File: src/rtl/kfg_pkg.sv
`default_nettype none
package kfg_pkg;

  localparam int MAX_WIDTH = 1024;
  localparam int COL_W     = $clog2(MAX_WIDTH);
  localparam int ROW_W     = 16;
  localparam int PIX_W     = 8;
  localparam int SUM_W     = 10;
  localparam int CFGW_W    = 11;

  localparam logic [CFGW_W-1:0] WIDTH_RESET  = 11'd640;
  localparam logic [ROW_W-1:0]  HEIGHT_RESET = 16'd480;
  localparam logic [CFGW_W-1:0] WIDTH_MIN    = 11'd3;
  localparam logic [CFGW_W-1:0] WIDTH_MAX    = 11'(MAX_WIDTH);
  localparam logic [ROW_W-1:0]  HEIGHT_MIN   = 16'd3;

  localparam logic REG_FRAME_WIDTH  = 1'b0;
  localparam logic REG_FRAME_HEIGHT = 1'b1;

  localparam logic [2:0] DIR_HORZ    = 3'd0;
  localparam logic [2:0] DIR_DIAG45  = 3'd1;
  localparam logic [2:0] DIR_VERT    = 3'd6;
  localparam logic [2:0] DIR_DIAGM45 = 3'd7;

  // Reciprocal of three, exact for inputs below 2048.
  localparam logic [SUM_W-1:0] RECIP3 = 10'd683;

  typedef struct packed {
    logic [COL_W-1:0] wm1;
    logic [ROW_W-1:0] hm1;
  } geom_t;

  typedef struct packed {
    logic [PIX_W-1:0] a;
    logic [PIX_W-1:0] b;
    logic [PIX_W-1:0] c;
    logic [PIX_W-1:0] d;
    logic [PIX_W-1:0] f;
    logic [PIX_W-1:0] g;
    logic [PIX_W-1:0] h;
    logic [PIX_W-1:0] i;
  } win_t;

  typedef struct packed {
    logic [ROW_W-1:0] orow;
    logic [COL_W-1:0] ocol;
    logic             interior;
    logic             last;
  } pos_t;

  function automatic logic [SUM_W-1:0] sum3(input logic [PIX_W-1:0] x,
                                            input logic [PIX_W-1:0] y,
                                            input logic [PIX_W-1:0] z);
    sum3 = SUM_W'(x) + SUM_W'(y) + SUM_W'(z);
  endfunction

  function automatic logic [SUM_W-1:0] absdiff(input logic [SUM_W-1:0] p,
                                               input logic [SUM_W-1:0] n);
    absdiff = (p >= n) ? (p - n) : (n - p);
  endfunction

  function automatic logic [PIX_W-1:0] div3(input logic [SUM_W-1:0] v);
    logic [2*SUM_W-1:0] prod;
    prod = (2*SUM_W)'(v) * (2*SUM_W)'(RECIP3);
    div3 = prod[18:11];
  endfunction

endpackage
`default_nettype wire

File: src/rtl/kfg_cfg.sv
`default_nettype none
module kfg_cfg (
  input  wire logic          clk,
  input  wire logic          rst_n,
  input  wire logic          psel,
  input  wire logic          penable,
  input  wire logic          pwrite,
  input  wire logic [2:0]    paddr,
  input  wire logic [31:0]   pwdata,
  output      logic [31:0]   prdata,
  output      logic          pready,
  output      kfg_pkg::geom_t geom,
  output      logic          restart
);

  logic [kfg_pkg::CFGW_W-1:0] width_r;
  logic [kfg_pkg::ROW_W-1:0]  height_r;
  logic [kfg_pkg::COL_W-1:0]  wm1_r;
  logic [kfg_pkg::ROW_W-1:0]  hm1_r;
  logic [kfg_pkg::CFGW_W-1:0] wr_width;
  logic [kfg_pkg::ROW_W-1:0]  wr_height;
  logic [kfg_pkg::CFGW_W-1:0] eff_w;
  logic [kfg_pkg::ROW_W-1:0]  eff_h;
  logic                       wr;

  assign pready    = 1'b1;
  assign wr        = psel && penable && pwrite;
  assign restart   = wr;
  assign wr_width  = pwdata[kfg_pkg::CFGW_W-1:0];
  assign wr_height = pwdata[kfg_pkg::ROW_W-1:0];

  always_comb begin
    if (wr_width < kfg_pkg::WIDTH_MIN) begin
      eff_w = kfg_pkg::WIDTH_MIN;
    end else if (wr_width > kfg_pkg::WIDTH_MAX) begin
      eff_w = kfg_pkg::WIDTH_MAX;
    end else begin
      eff_w = wr_width;
    end
    eff_h = (wr_height < kfg_pkg::HEIGHT_MIN) ? kfg_pkg::HEIGHT_MIN : wr_height;
  end

  always_ff @(posedge clk) begin
    if (!rst_n) begin
      width_r  <= kfg_pkg::WIDTH_RESET;
      height_r <= kfg_pkg::HEIGHT_RESET;
      wm1_r    <= kfg_pkg::COL_W'(kfg_pkg::WIDTH_RESET - 11'd1);
      hm1_r    <= kfg_pkg::HEIGHT_RESET - 16'd1;
    end else if (wr) begin
      unique case (paddr[2])
        kfg_pkg::REG_FRAME_WIDTH: begin
          width_r <= wr_width;
          wm1_r   <= kfg_pkg::COL_W'(eff_w - 11'd1);
        end
        kfg_pkg::REG_FRAME_HEIGHT: begin
          height_r <= wr_height;
          hm1_r    <= eff_h - 16'd1;
        end
        default: begin
        end
      endcase
    end
  end

  always_comb begin
    unique case (paddr[2])
      kfg_pkg::REG_FRAME_WIDTH:  prdata = 32'(width_r);
      kfg_pkg::REG_FRAME_HEIGHT: prdata = 32'(height_r);
      default:                   prdata = 32'd0;
    endcase
  end

  assign geom.wm1 = wm1_r;
  assign geom.hm1 = hm1_r;

endmodule
`default_nettype wire

File: config.mk
export PLATFORM = sky130hd
export DESIGN_NAME = kfg_cfg
export DESIGN_NICKNAME = d
export VERILOG_FILES = /design/src/rtl/kfg_pkg.sv /design/src/rtl/kfg_cfg.sv
export SDC_FILE = /design/constraint.sdc
export NUM_CORES = 1
export LEC_CHECK = 0
export BUFFER_PORTS_ARGS = -buffer_cell sky130_fd_sc_hd__buf_2
export CORE_UTILIZATION = 49
export DETAILED_ROUTE_END_ITERATION = 10
export GPL_ROUTABILITY_DRIVEN = 0
export MAX_ROUTING_LAYER = met4
export PLACE_DENSITY = 0.8
export SYNTH_ARGS = -nofsm -noshare
export SYNTH_HDL_FRONTEND = slang
export SYNTH_SLANG_ARGS = --single-unit
File: constraint.sdc
create_clock -name clk -period 2.8 [get_ports clk]
set_input_delay 0.28 -clock clk [delete_from_list [all_inputs] [get_ports clk]]
set_output_delay 0.28 -clock clk [all_outputs]
set_load 0.05 [all_outputs]
# Word level (Yosys, flattened, before mapping)

Index checks and enable logic that the tools add are counted.

Bits in registers: 53
Input bits: 40
Output and inout bits: 60

Muxes and demuxes: 4
Add/subtract/negate cells: 2
Bitwise gates (word level): 1
$lt $le $gt $ge: 3
Reduce and logical (&&, ||, !) cells: 4

Operators with widths:

| cell                                                  | count |
|---|---|
| one-hot mux 32 bit (2 select lines)                   | 1 |
| 2-to-1 mux 10 bit                                     | 2 |
| < comparator 16 x 2 -> 1 bit, second input constant   | 1 |
| 2-to-1 mux 16 bit                                     | 1 |
| subtractor 16 x 1 -> 16 bit, second input constant    | 1 |
| greater-than comparator 11 bit, second input constant | 1 |
| < comparator 11 x 2 -> 1 bit, second input constant   | 1 |
| subtractor 10 x 1 -> 10 bit, second input constant    | 1 |
| AND reduction 2 bit                                   | 2 |
| logical AND 1 bit                                     | 2 |
| NOT 1 bit                                             | 1 |

# Depth between registers and ports, before layout

Depth in word-level cells: 4
Mapped depth: 11
Depth with buffers taken out: 9

# Worst setup path before layout

OpenSTA, ideal clock, no wires.

Path kind: input to register
Start: in pwdata[2]
End: reg hm1_r[14] (netlist name)
Stages on the path: 10
Path buffers: 1
Setup slack: 0.702 ns
Arrival: 2.028 ns
Cell sequence: clkbuf_1 > nor3_1 > nand3_1 > nor2_1 > nor2_1 > ha_1 > nor3b_1 > nand4_1 > xor2_1 > a21oi_1

Cells in the longest elaborated chain, start to end: 3

Ends and longest elaborated chain:

| element                         | line          | RTL |
|---|---|---|
| start, declared                 | kfg_cfg.sv:9  | `input wire logic [31:0] pwdata,` |
| < comparator 16 x 2 -> 1 bit    | kfg_cfg.sv:40 | `eff_h = (wr_height < kfg_pkg::HEIGHT_MIN) ? kfg_pkg::HEIGHT_MIN : wr_height;` |
| 2-to-1 mux 16 bit (*)           | kfg_cfg.sv:40 |  |
| subtractor 16 x 1 -> 16 bit (*) | kfg_cfg.sv:57 | `hm1_r <= eff_h - 16'd1;` |
| end signal, assigned            | kfg_cfg.sv:48 | `hm1_r <= kfg_pkg::HEIGHT_RESET - 16'd1;` |
| end signal, assigned            | kfg_cfg.sv:57 |  |
| end, declared                   | kfg_cfg.sv:19 | `logic [kfg_pkg::ROW_W-1:0] hm1_r;` |

Mark *: on every way between the ends. The rest lies on a longest branch, timed or not.
A chain may end at the register's enable or synchronous reset.

# Worst setup path in the final report

Start: in pwdata[12]
End: reg hm1_r[8] (netlist name)

Cells in the longest elaborated chain, start to end: 3

Ends and longest elaborated chain:

| element                      | line |
|---|---|
| < comparator 16 x 2 -> 1 bit | kfg_cfg.sv:40 |
| 2-to-1 mux 16 bit            | kfg_cfg.sv:40 |
| subtractor 16 x 1 -> 16 bit  | kfg_cfg.sv:57 |

No other way between the ends.

==> results.json <==
{
  "end_kind": "flop",
  "postCtsSetupBuffers": 0,
  "crit_buf_inv": 2,
  "crit_fanout": 7,
  "netlist.area_leader.share_pct": 39.9,
  "drt-total-wl_mm": 6.37,
  "avgRoutedWirePerCell_um": 14.1,
  "portBuffers": 64,
  "crit_path_top_delay_cell": "nor4_1",
  "slew_violations": 0,
  "synth_warnings": 0,
  "dpl_cell_area_um2": 2900,
  "cts-hold-fix-buffers": 0,
  "ys.flop_type": "dfxtp_1",
  "drtPass1Iterations": 4,
  "fp.coreArea_um2": 5170,
  "cts_buffer_depth": 2,
  "io_pins": 100,
  "r2r-end": "hm1_r[6]",
  "finalHoldViolCount": 0,
  "cts_tree": "done",
  "synth.largest_area_cell": "dfxtp_1",
  "fin_skew_ns": 0,
  "outcome": "complete, no violations",
  "dpl.hpwl_mm": 4.33,
  "crit_required_ns": 2.98,
  "synthTopCellsByCount": "73 x nand2_1, 53 x dfxtp_1, 33 x a21oi_1, 20 x clkbuf_1, 18 x buf_4",
  "cts_buffers": 5,
  "path_delay_family": "simple AND/OR/NAND/NOR gates",
  "vias": 2536,
  "setup_viol": 0,
  "grt_max_degree": 31,
  "finalNonFillerCells": 451,
  "reg2reg_slack_ns": 2.05,
  "ant_nets": 0,
  "power_density_nw_per_um2": 509,
  "finalSetupTns_ns": 0,
  "antenna_found_initial": 0,
  "ys_top_cells_by_area": "dfxtp_1 40%, nand2_1 10%, a21oi_1 6.2%",
  "max_stage_delay_ns": 0.39,
  "diodes": 0,
  "multi_input_area_um2": 1390,
  "cpMostUsedCell": "nor2_1",
  "ir_worst_vdd_mv": 0.285,
  "cts_max_level": 2,
  "synth_seq_cells": 53,
  "hp-start": "pwdata[15]",
  "cts_resized": 0,
  "maxCapViolCount": 0,
  "crit_arrival_ns": 2.29,
  "syn_avg_cell_area_um2": 7.98,
  "globalRouteTotalUtil_pct": 24.3,
  "finalCriticalPeriod_ns": 2.12,
  "synth_most_common_cell": "nand2_1",
  "critPathKind": "in -> reg",
  "grt_pass1_wl_mm": 10.1,
  "syn_to_final_growth_pct": 12.8,
  "fill_cells": 504,
  "max_freq_mhz": 472,
  "synth_edf_count": 0,
  "clkTransAtPathRegs_ns": 0.10,
  "synth_area_um2": 2660,
  "initial_core_util_pct": 51.4,
  "holdWs_ns": 0.228,
  "stdcell_area_um2": 3000,
  "power.total_mw": 1.53,
  "hold_path_end": "height_r[15]",
  "crit_chain": "buf_2 > nor4_1 > nand3_1 > nor2_1 > nor2_1 > ha_1 > nor3b_1 > buf_4 > a21o_1 > a21oi_1 > o21ai_0",
  "die_area_um2": 5720,
  "fin_nets": 422,
  "seqCellArea_um2": 1060,
  "die_h_um": 75.7,
  "synth-async-reset-ratio_pct": 0,
  "drc": 0,
  "postSynthCellCount": 333,
  "rr_worst_depth": 1,
  "min_path_cells": 3,
  "critPathLaunchType": "input pin",
  "drive_above_1_share_pct": 24.4,
  "num_rows": 26,
  "r2r_start": "hm1_r[6]",
  "hp-class": "in -> reg",
  "drt_iter0_drc": 138,
  "p_leak_nw": 1.24,
  "dp_cells": 443,
  "cts_root_buf": "clkbuf_8",
  "dieWidth_um": 75.7,
  "insertion_delay_ns": 0.31,
  "tightest_slew_ns": 0.810,
  "slew_headroom_pct": 46.0,
  "period_share_pct": 75.7,
  "vias_per_cell": 5.62,
  "yosysUniqueCellTypes": 47,
  "yosysSeqAreaShare_pct": 39.9,
  "overflow": 0,
  "clock-sinks": 53,
  "grt_pass1_vias": 2180,
  "rsz0062_at_grt": "false"
}
## state kept, by name, indices dropped and copies added (netlist names)
register	count
width_r	11
height_r	16
wm1_r	10
hm1_r	16
## routing by layer
metal  GRT usage (%)  vias to the layer above  wire length [um]
li1                -                     1221                 -
met1            30.7                     1179              2780
met2            38.6                      128              2930
met3            5.82                        8               584
met4            7.41                        0                72
met5               -                        -                 0
## where the power goes
| group | internal (mW) | leakage (nW) | switching, mW |
|---|---|---|---|
| Clock | 0.201 | 0.0512 | 0.254 |
| Combinational | 0.0658 | 0.760 | 0.222 |
| Sequential | 0.774 | 0.431 | 0.00953 |
## cell families (layout without fill, tap and decap cells)
family                     count (synthesis)  after routing  synth area share (%)
xor gates and xnor gates                   5              5                  1.65
muxes                                     12             12                  5.08
and+or+nand+nor                          130            130                  23.1
buffers and inverters                     47             80                  10.1
AOI/OAI and AO/OA                         82             82                  19.0
DFF                                       53             53                  39.9
other                                      2             17                 0.282
adders and majority gates                  2              2                 0.941
## how the worst max path moves through the flow
stage / cells after the start / start / endpoint
after floorplan: 10 / pwdata[2] / hm1_r[14]
after global placement: 11 / pwdata[12] / hm1_r[8]
after detailed placement: 11 / pwdata[12] / hm1_r[8]
after CTS: 11 / pwdata[12] / hm1_r[8]
after global routing: 11 / pwdata[12] / hm1_r[8]
final: 11 / pwdata[12] / hm1_r[8]
## layout make-up
class                           instances  area share [%]
Clock inverter                          2           0.459
Tap cell                               70            2.92
Timing Repair Buffer                   69            11.9
Multi-Input combinational cell        248            46.2
Inverter                                3           0.375
Sequential cell                        53            35.4
Clock buffer                            6            2.75
## cell usage in the layout (no fill, tap or decap), types with 5 or more instances in the layout
| cell type | synthesis | routed |
|---|---|---|
| nor2_1 | 13 | 13 |
| clkbuf_8 | 0 | 6 |
| a31oi_1 | 6 | 6 |
| and2_1 | 7 | 7 |
| buf_4 | 18 | 5 |
| nand2_1 | 73 | 73 |
| nand3_1 | 12 | 12 |
| buf_2 | 2 | 64 |
| o21ai_0 | 16 | 16 |
| dfxtp_1 | 53 | 53 |
| mux2_2 | 12 | 12 |
| o211ai_1 | 6 | 6 |
| o31ai_1 | 5 | 5 |
| a21oi_1 | 33 | 33 |
| conb_1 | 2 | 17 |
## through the flow
stage	utilization (%)	worst slack, ns
5_1_grt	58.0	0.536
4_1_cts	58.0	0.717
2_1_floorplan	-	0.702
3_3_place_gp	56.1	0.439
6_report	58.0	0.681
3_5_place_dp	56.1	0.386
Power figures use the tool's default switching activity.
