<file path="config.mk">
export PLATFORM = sky130hd
export DESIGN_NAME = kfg_mask
export DESIGN_NICKNAME = d
export VERILOG_FILES = /design/src/rtl/kfg_pkg.sv /design/src/rtl/kfg_mask.sv
export SDC_FILE = /design/constraint.sdc
export NUM_CORES = 1
export LEC_CHECK = 0
export ABC_CLOCK_PERIOD_IN_PS = 14500
export BUFFER_PORTS_ARGS = -buffer_cell sky130_fd_sc_hd__buf_2
export CORE_UTILIZATION = 30
export DETAILED_ROUTE_END_ITERATION = 16
export PLACE_DENSITY = 0.45
export SETUP_SLACK_MARGIN = 0.3
export SLEW_MARGIN = 25
export SYNTH_ARGS = -nofsm -noshare
export SYNTH_HDL_FRONTEND = slang
export SYNTH_SLANG_ARGS = --single-unit
</file>
<file path="constraint.sdc">
create_clock -name clk -period 14.5 [get_ports clk]
set_input_delay 0.725 -clock clk [delete_from_list [all_inputs] [get_ports clk]]
set_output_delay 0.725 -clock clk [all_outputs]
set_load 0.01 [all_outputs]
</file>
<file path="src/rtl/kfg_pkg.sv">
`default_nettype none
package kfg_pkg;

  localparam int MAX_WIDTH = 1024;
  localparam int COL_W     = $clog2(MAX_WIDTH);
  localparam int ROW_W     = 16;
  localparam int PIX_W     = 8;
  localparam int SUM_W     = 10;
  localparam int CFGW_W    = 11;

  localparam logic [CFGW_W-1:0] WIDTH_RESET  = 11'd640;
  localparam logic [ROW_W-1:0]  HEIGHT_RESET = 16'd480;
  localparam logic [CFGW_W-1:0] WIDTH_MIN    = 11'd3;
  localparam logic [CFGW_W-1:0] WIDTH_MAX    = 11'(MAX_WIDTH);
  localparam logic [ROW_W-1:0]  HEIGHT_MIN   = 16'd3;

  localparam logic REG_FRAME_WIDTH  = 1'b0;
  localparam logic REG_FRAME_HEIGHT = 1'b1;

  localparam logic [2:0] DIR_HORZ    = 3'd0;
  localparam logic [2:0] DIR_DIAG45  = 3'd1;
  localparam logic [2:0] DIR_VERT    = 3'd6;
  localparam logic [2:0] DIR_DIAGM45 = 3'd7;

  // Reciprocal of three, exact for inputs below 2048.
  localparam logic [SUM_W-1:0] RECIP3 = 10'd683;

  typedef struct packed {
    logic [COL_W-1:0] wm1;
    logic [ROW_W-1:0] hm1;
  } geom_t;

  typedef struct packed {
    logic [PIX_W-1:0] a;
    logic [PIX_W-1:0] b;
    logic [PIX_W-1:0] c;
    logic [PIX_W-1:0] d;
    logic [PIX_W-1:0] f;
    logic [PIX_W-1:0] g;
    logic [PIX_W-1:0] h;
    logic [PIX_W-1:0] i;
  } win_t;

  typedef struct packed {
    logic [ROW_W-1:0] orow;
    logic [COL_W-1:0] ocol;
    logic             interior;
    logic             last;
  } pos_t;

  function automatic logic [SUM_W-1:0] sum3(input logic [PIX_W-1:0] x,
                                            input logic [PIX_W-1:0] y,
                                            input logic [PIX_W-1:0] z);
    sum3 = SUM_W'(x) + SUM_W'(y) + SUM_W'(z);
  endfunction

  function automatic logic [SUM_W-1:0] absdiff(input logic [SUM_W-1:0] p,
                                               input logic [SUM_W-1:0] n);
    absdiff = (p >= n) ? (p - n) : (n - p);
  endfunction

  function automatic logic [PIX_W-1:0] div3(input logic [SUM_W-1:0] v);
    logic [2*SUM_W-1:0] prod;
    prod = (2*SUM_W)'(v) * (2*SUM_W)'(RECIP3);
    div3 = prod[18:11];
  endfunction

endpackage
`default_nettype wire

</file>
<file path="src/rtl/kfg_mask.sv">
`default_nettype none
module kfg_mask (
  input  wire logic                      clk,
  input  wire logic                      rst_n,
  input  wire logic                      s2_valid,
  output      logic                      s2_ready,
  input  wire kfg_pkg::win_t             win,
  input  wire kfg_pkg::pos_t             pos,
  output      logic                      out_valid,
  input  wire logic                      out_ready,
  output      logic [kfg_pkg::PIX_W-1:0] out_grad_norm,
  output      logic [2:0]                out_grad_direction,
  output      logic [kfg_pkg::ROW_W-1:0] out_row,
  output      logic [kfg_pkg::COL_W-1:0] out_col,
  output      logic                      out_frame_last
);

  logic                      v3_r;
  logic [kfg_pkg::SUM_W-1:0] rh_r, r45_r, rv_r, rm45_r;
  kfg_pkg::pos_t             pos3_r;
  logic                      vo_r;
  logic [kfg_pkg::PIX_W-1:0] norm_r;
  logic [2:0]                dir_r;
  logic [kfg_pkg::ROW_W-1:0] row_r;
  logic [kfg_pkg::COL_W-1:0] col_r;
  logic                      last_r;
  logic                      adv_o;
  logic                      adv_3;
  logic [kfg_pkg::PIX_W-1:0] qh, q45, qv, qm45;
  logic [kfg_pkg::PIX_W-1:0] norm_nxt;
  logic [2:0]                dir_nxt;

  assign adv_o    = v3_r && (!vo_r || out_ready);
  assign s2_ready = !v3_r || adv_o;
  assign adv_3    = s2_valid && s2_ready;

  always_ff @(posedge clk) begin
    if (adv_3) begin
      rh_r   <= kfg_pkg::absdiff(kfg_pkg::sum3(win.c, win.f, win.i),
                                 kfg_pkg::sum3(win.a, win.d, win.g));
      r45_r  <= kfg_pkg::absdiff(kfg_pkg::sum3(win.b, win.c, win.f),
                                 kfg_pkg::sum3(win.d, win.g, win.h));
      rv_r   <= kfg_pkg::absdiff(kfg_pkg::sum3(win.g, win.h, win.i),
                                 kfg_pkg::sum3(win.a, win.b, win.c));
      rm45_r <= kfg_pkg::absdiff(kfg_pkg::sum3(win.f, win.h, win.i),
                                 kfg_pkg::sum3(win.a, win.b, win.d));
      pos3_r <= pos;
    end
  end

  always_comb begin
    qh       = kfg_pkg::div3(rh_r);
    q45      = kfg_pkg::div3(r45_r);
    qv       = kfg_pkg::div3(rv_r);
    qm45     = kfg_pkg::div3(rm45_r);
    norm_nxt = qh;
    dir_nxt  = kfg_pkg::DIR_HORZ;
    if (q45 > norm_nxt) begin
      norm_nxt = q45;
      dir_nxt  = kfg_pkg::DIR_DIAG45;
    end
    if (qv > norm_nxt) begin
      norm_nxt = qv;
      dir_nxt  = kfg_pkg::DIR_VERT;
    end
    if (qm45 > norm_nxt) begin
      norm_nxt = qm45;
      dir_nxt  = kfg_pkg::DIR_DIAGM45;
    end
    if (!pos3_r.interior) begin
      norm_nxt = '0;
      dir_nxt  = kfg_pkg::DIR_HORZ;
    end
  end

  always_ff @(posedge clk) begin
    if (adv_o) begin
      norm_r <= norm_nxt;
      dir_r  <= dir_nxt;
      row_r  <= pos3_r.orow;
      col_r  <= pos3_r.ocol;
      last_r <= pos3_r.last;
    end
  end

  always_ff @(posedge clk) begin
    if (!rst_n) begin
      v3_r <= 1'b0;
      vo_r <= 1'b0;
    end else begin
      if (adv_3) begin
        v3_r <= 1'b1;
      end else if (adv_o) begin
        v3_r <= 1'b0;
      end
      if (adv_o) begin
        vo_r <= 1'b1;
      end else if (out_ready) begin
        vo_r <= 1'b0;
      end
    end
  end

  assign out_valid          = vo_r;
  assign out_grad_norm      = norm_r;
  assign out_grad_direction = dir_r;
  assign out_row            = row_r;
  assign out_col            = col_r;
  assign out_frame_last     = last_r;

endmodule
`default_nettype wire

</file>
# == After elaboration in Yosys (flattened, before gate mapping) ==
# Index checks and enable logic that the tools add are counted.
# word_totals
regBits,108
out_inout_bits,40
word_cells,71
# classes
addsub,23
multipliers,4
magnitude_cmp,7
mux,14
reduce_logical,8
# ops
operator,count
$sub A10 B10 Y10,8
$mul A10 B10 Y19 const B,4
$add A9 B8 Y10,7
$add A8 B8 Y9,7
$ge A10 B10 Y1,4
$mux W10,4
$gt A8 B8 Y1,3
$mux W8,3
$add A10 B8 Y10,1
$mux W3,2
$mux W1,5
$reduce_bool A2 Y1,2
$logic_and A1 B1 Y1,2
$logic_not A1 Y1,2
$logic_or A1 B1 Y1,2

# == Longest topological paths before layout ==
# depth
word_depth,7
mapped_depth,52

# == Least setup slack after synthesis ==
# OpenSTA, ideal clock, no wires.
# synth_timing
path_kind,flip-flop to flip-flop
start,register rh_r[7] (netlist bit)
end,"register norm_r (netlist bit out_grad_norm[7]), data pin"
arrival_ns,9.425
required_ns,14.243
slack_ns,4.818
path_stages_with_launch,49
path_buffers,2
period_less_slack_ns,9.682
cell_sequence,edfxtp_1 -> ha_1 -> ha_1 -> inv_1 -> fa_1 -> inv_1 -> fa_1 -> inv_1 -> fa_1 -> inv_1 -> ha_1 -> o21ai_0 -> a21oi_1 -> o21ai_0 -> a21boi_0 -> o21a_1 -> nor2_1 -> o21bai_1 -> (+13 left out) -> a21o_1 -> a21oi_1 -> nand2_1 -> a211o_2 -> nand2_4 -> mux2_1 -> ha_1 -> nor2b_1 -> o21a_1 -> o21ai_0 -> nand2b_1 -> a21oi_1 -> nor2_1 -> a211oi_1 -> a21oi_1 -> and2_1 -> clkbuf_1 -> a32o_1
# synth_between
elab_chain_cells,7
# synth_lines
item,line_no,rtl
start: declaration,kfg_mask.sv:19,"logic [kfg_pkg::SUM_W-1:0] rh_r, r45_r, rv_r, rm45_r;"
start signal: assignment,kfg_mask.sv:39,"rh_r <= kfg_pkg::absdiff(kfg_pkg::sum3(win.c, win.f, win.i),"
$mul A10 B10 Y19 (*),kfg_pkg.sv:64,prod = (2*SUM_W)'(v) * (2*SUM_W)'(RECIP3);
$gt A8 B8 Y1,kfg_mask.sv:58,if (q45 > norm_nxt) begin
$mux W8 (*),kfg_mask.sv:58,
$gt A8 B8 Y1,kfg_mask.sv:62,if (qv > norm_nxt) begin
$mux W8 (*),kfg_mask.sv:62,
$gt A8 B8 Y1,kfg_mask.sv:66,if (qm45 > norm_nxt) begin
$mux W8 (*),kfg_mask.sv:66,
end signal: assignment,kfg_mask.sv:78,norm_r <= norm_nxt;
end: declaration,kfg_mask.sv:22,logic [kfg_pkg::PIX_W-1:0] norm_r;
# Mark *: on every way between the ends. The rest lies on a longest branch, timed or not.
# A chain may end at the register's enable or synchronous reset.

# == Worst setup path in the final report ==
# layout_timing
start,register rh_r[6] (netlist bit)
end,"register norm_r (netlist bit out_grad_norm[0]), data pin"
# The elaborated chain is that of the path after synthesis.

==> flow_summary.json <==
{
  "min_period_over_period_pct": 72.8,
  "yosys.area_share.xor_xnor_pct": 7.02,
  "portBuffers": 135,
  "yosys.cell_count.top_type": "ha_1",
  "worstMarginPinSlew_ns": 0.952,
  "worstSetupEndpoint": "out_grad_norm[0]",
  "yosysSeqAreaShare_pct": 18.8,
  "max-cap-violations": 0,
  "setup_viol": 0,
  "nFillCells": 5665,
  "synthArstFlopShare_pct": 0,
  "first_pass_iters": 5,
  "vias_per_cell": 4.61,
  "synth_nets": 2292,
  "ctsHoldBuffers": 0,
  "synthTopCellsByArea": "ha_1 29%, edfxtp_1 19%, fa_1 18%, inv_1 6.5%, xnor2_1 5.1%",
  "cp_data_arrival_time_ns": 10.70,
  "drt_iter0_drc": 390,
  "critical-path-top-delay-family": "compound AO/OA/AOI/OAI gates",
  "synth_top_cell_by_area": "ha_1",
  "tritoncts": "built",
  "die_h_um": 240,
  "postSynthAreaPerCell_um2": 10.3,
  "multiInputGateArea_um2": 12600,
  "ant_nets": 0,
  "ioPinCount": 136,
  "layout_min_cycle_time_ns": 10.55,
  "grt_usage_pct": 14.5,
  "status": "completed",
  "post_cts_buffers": 0,
  "synth_fa_ha_area_share_pct": 46.9,
  "fin_tns_setup_ns": 0,
  "wl_per_cell_um": 15.9,
  "fin_skew_ns": 0.0150,
  "grt.met1_usage_pct": 19.4,
  "grt_max_degree": 69,
  "synth_common_cells": "395 x ha_1, 295 x inv_1, 149 x fa_1",
  "dp_hpwl_um": 36100,
  "path_max_fanout": 14,
  "gp_congestion": 0.963,
  "cts_made_buffers": 9,
  "cts_max_level": 3,
  "wirelength_um": 40400,
  "yosysWarningCount": 0,
  "synth_top_family_by_area": "adder cells",
  "grt_pass1_wl_um": 65100,
  "cts_resized": 0,
  "grtUsageMet2_pct": 24.9,
  "critPathBufInv": 4,
  "synth_simple_gate_area_share_pct": 5.64,
  "r2r_end": "out_grad_norm[0]",
  "std_cell_rows": 86,
  "hold_violations": 0,
  "crit_top_cell": "ha_1",
  "antenna_found_initial": 6,
  "clock_path_buffers": 2,
  "synth_ff_type": "edfxtp_1",
  "max_freq_mhz": 94.8,
  "slew_violations": 0,
  "synth_seq_cells": 107,
  "grt.busiest_layer": "met2",
  "cts_sinks": 107,
  "drc_errors": 0,
  "syn_to_final_growth_pct": 11.3,
  "grt_pass1_vias": 12337,
  "r2r_setup_slack_ns": 3.95,
  "worstPathRequired_ns": 14.65,
  "clk_latency_ns": 0.37,
  "core_um2": 55400,
  "cp.depth": 48,
  "cpPeakStageDelay_ns": 0.51,
  "netlist_area_um2": 17000,
  "overflow": 0,
  "crit_path_top_delay_cell": "edfxtp_1",
  "via_count": 11729,
  "reg2reg_depth": 48,
  "clk_pin_slew_worst_paths_ns": 0.08,
  "worstSetupStartpoint": "rh_r[6]",
  "ctsRootBufferMaster": "clkbuf_16",
  "nNetsFinal": 2432,
  "rsz0062_at_grt": "no",
  "final-seq-area_um2": 3190,
  "drive_gt1_share_pct": 9.79,
  "critPathKind": "reg2reg",
  "worstHoldPathType": "reg2reg",
  "dieWidth_um": 240,
  "worst_setup_path_end_kind": "register",
  "syn_inst": 1652,
  "synth_mux_area_share_pct": 2.30,
  "reg2reg_from": "rh_r[6]",
  "startpoint_type": "register",
  "die_area_um2": 57500,
  "ys_types": 64,
  "synth_compound_area_share_pct": 12.6,
  "synth_edf_count": 105,
  "max_slew_margin_pct": 36.5,
  "initial_utilization_pct": 30.6,
  "use_met3_pct": 1.74,
  "synth_top_area_share_pct": 29.2
}
-- cells in the final DEF, fill, tap and decap left out, types with 5 or more instances in the layout --
cell type  count
ha_1         395
inv_1        295
fa_1         149
buf_2        135
a21oi_1      112
edfxtp_1     105
xnor2_1       99
o21ai_0       54
a21o_1        49
nor2_1        44
nand2_1       43
o21bai_1      39
xor2_1        35
mux2i_1       31
nor2b_1       24
nand4_1       18
o21a_1        18
nand3_1       14
nand2b_1      11
nor3_1        10
clkbuf_16      9
and3_1         8
and2_1         7
a211oi_1       6
mux2_2         6
o22ai_1        6
a21boi_0       5
a31oi_1        5
o311ai_1       5
-- cells by family after synthesis --
logic type	after synthesis
multiplexers	38
AO/OA/AOI/OAI	330
AND/OR/NAND/NOR	192
XOR/XNOR	135
buffers and inverters	304
adder cells (fa/ha/maj)	546
flip-flops	107
-- worst min path at each step --
stage,from,endpoint,cells after the start
final,pos3_r[26],out_row[14],0
after global routing,pos3_r[17],out_row[5],0
after CTS,pos3_r[26],out_row[14],0
after detailed placement,pos3_r[26],out_row[14],0
after global placement,pos3_r[18],out_row[6],0
after floorplan,pos3_r[2],out_col[0],0
-- sequential cells by signal, summed over array words and instances (netlist names) --
| register | flops |
|---|---|
| v3_r | 1 |
| pos3_r | 28 |
| out_col | 10 |
| out_valid | 1 |
| rm45_r | 10 |
| out_row | 16 |
| out_grad_norm | 8 |
| out_frame_last | 1 |
| rv_r | 10 |
| out_grad_direction | 2 |
| rh_r | 10 |
| r45_r | 10 |
-- metal layers --
layer  vias up  wire length, um
met3        36             1450
met2       215            18600
met1      5495            19800
li1       5975                -
met4         8              584
met5         -               52
-- worst register-to-register path: cells and delay by family (launching register included) --
family / cells / cell delay [ns]
flops: 1 / 0.51
simple gates: 9 / 1.23
fa+ha+maj: 11 / 3.71
compound gates: 21 / 3.72
buf+inv: 4 / 0.27
xor+xnor: 1 / 0.31
mux: 2 / 0.57
-- final cells by class --
cell class	instances	area share, %
flip-flops and latches	107	16.9
repair buffers	137	3.77
multi-input cells	1241	67.0
inverters	296	5.89
diodes	2	0.0265
clock inverters	7	0.279
well taps	748	4.96
clock buffers	9	1.19
-- through the flow --
step           worst slack [ns]  util [%]  instances  cell area (um^2)  hold WS (ns)
6_report                   3.95      34.0       2547             18900         0.420
5_1_grt                    3.07      34.0       2547             18900         0.428
4_1_cts                    3.94      34.0       2545             18900         0.423
3_5_place_dp               4.02      33.5       2529             18600         0.405
3_3_place_gp               4.18      33.5       2528             18500         0.401
2_1_floorplan              4.82         -       1652             17000         0.400
Power is not shown: default switching activity piles up to over one toggle a cycle in this logic, so the estimate is an artifact.
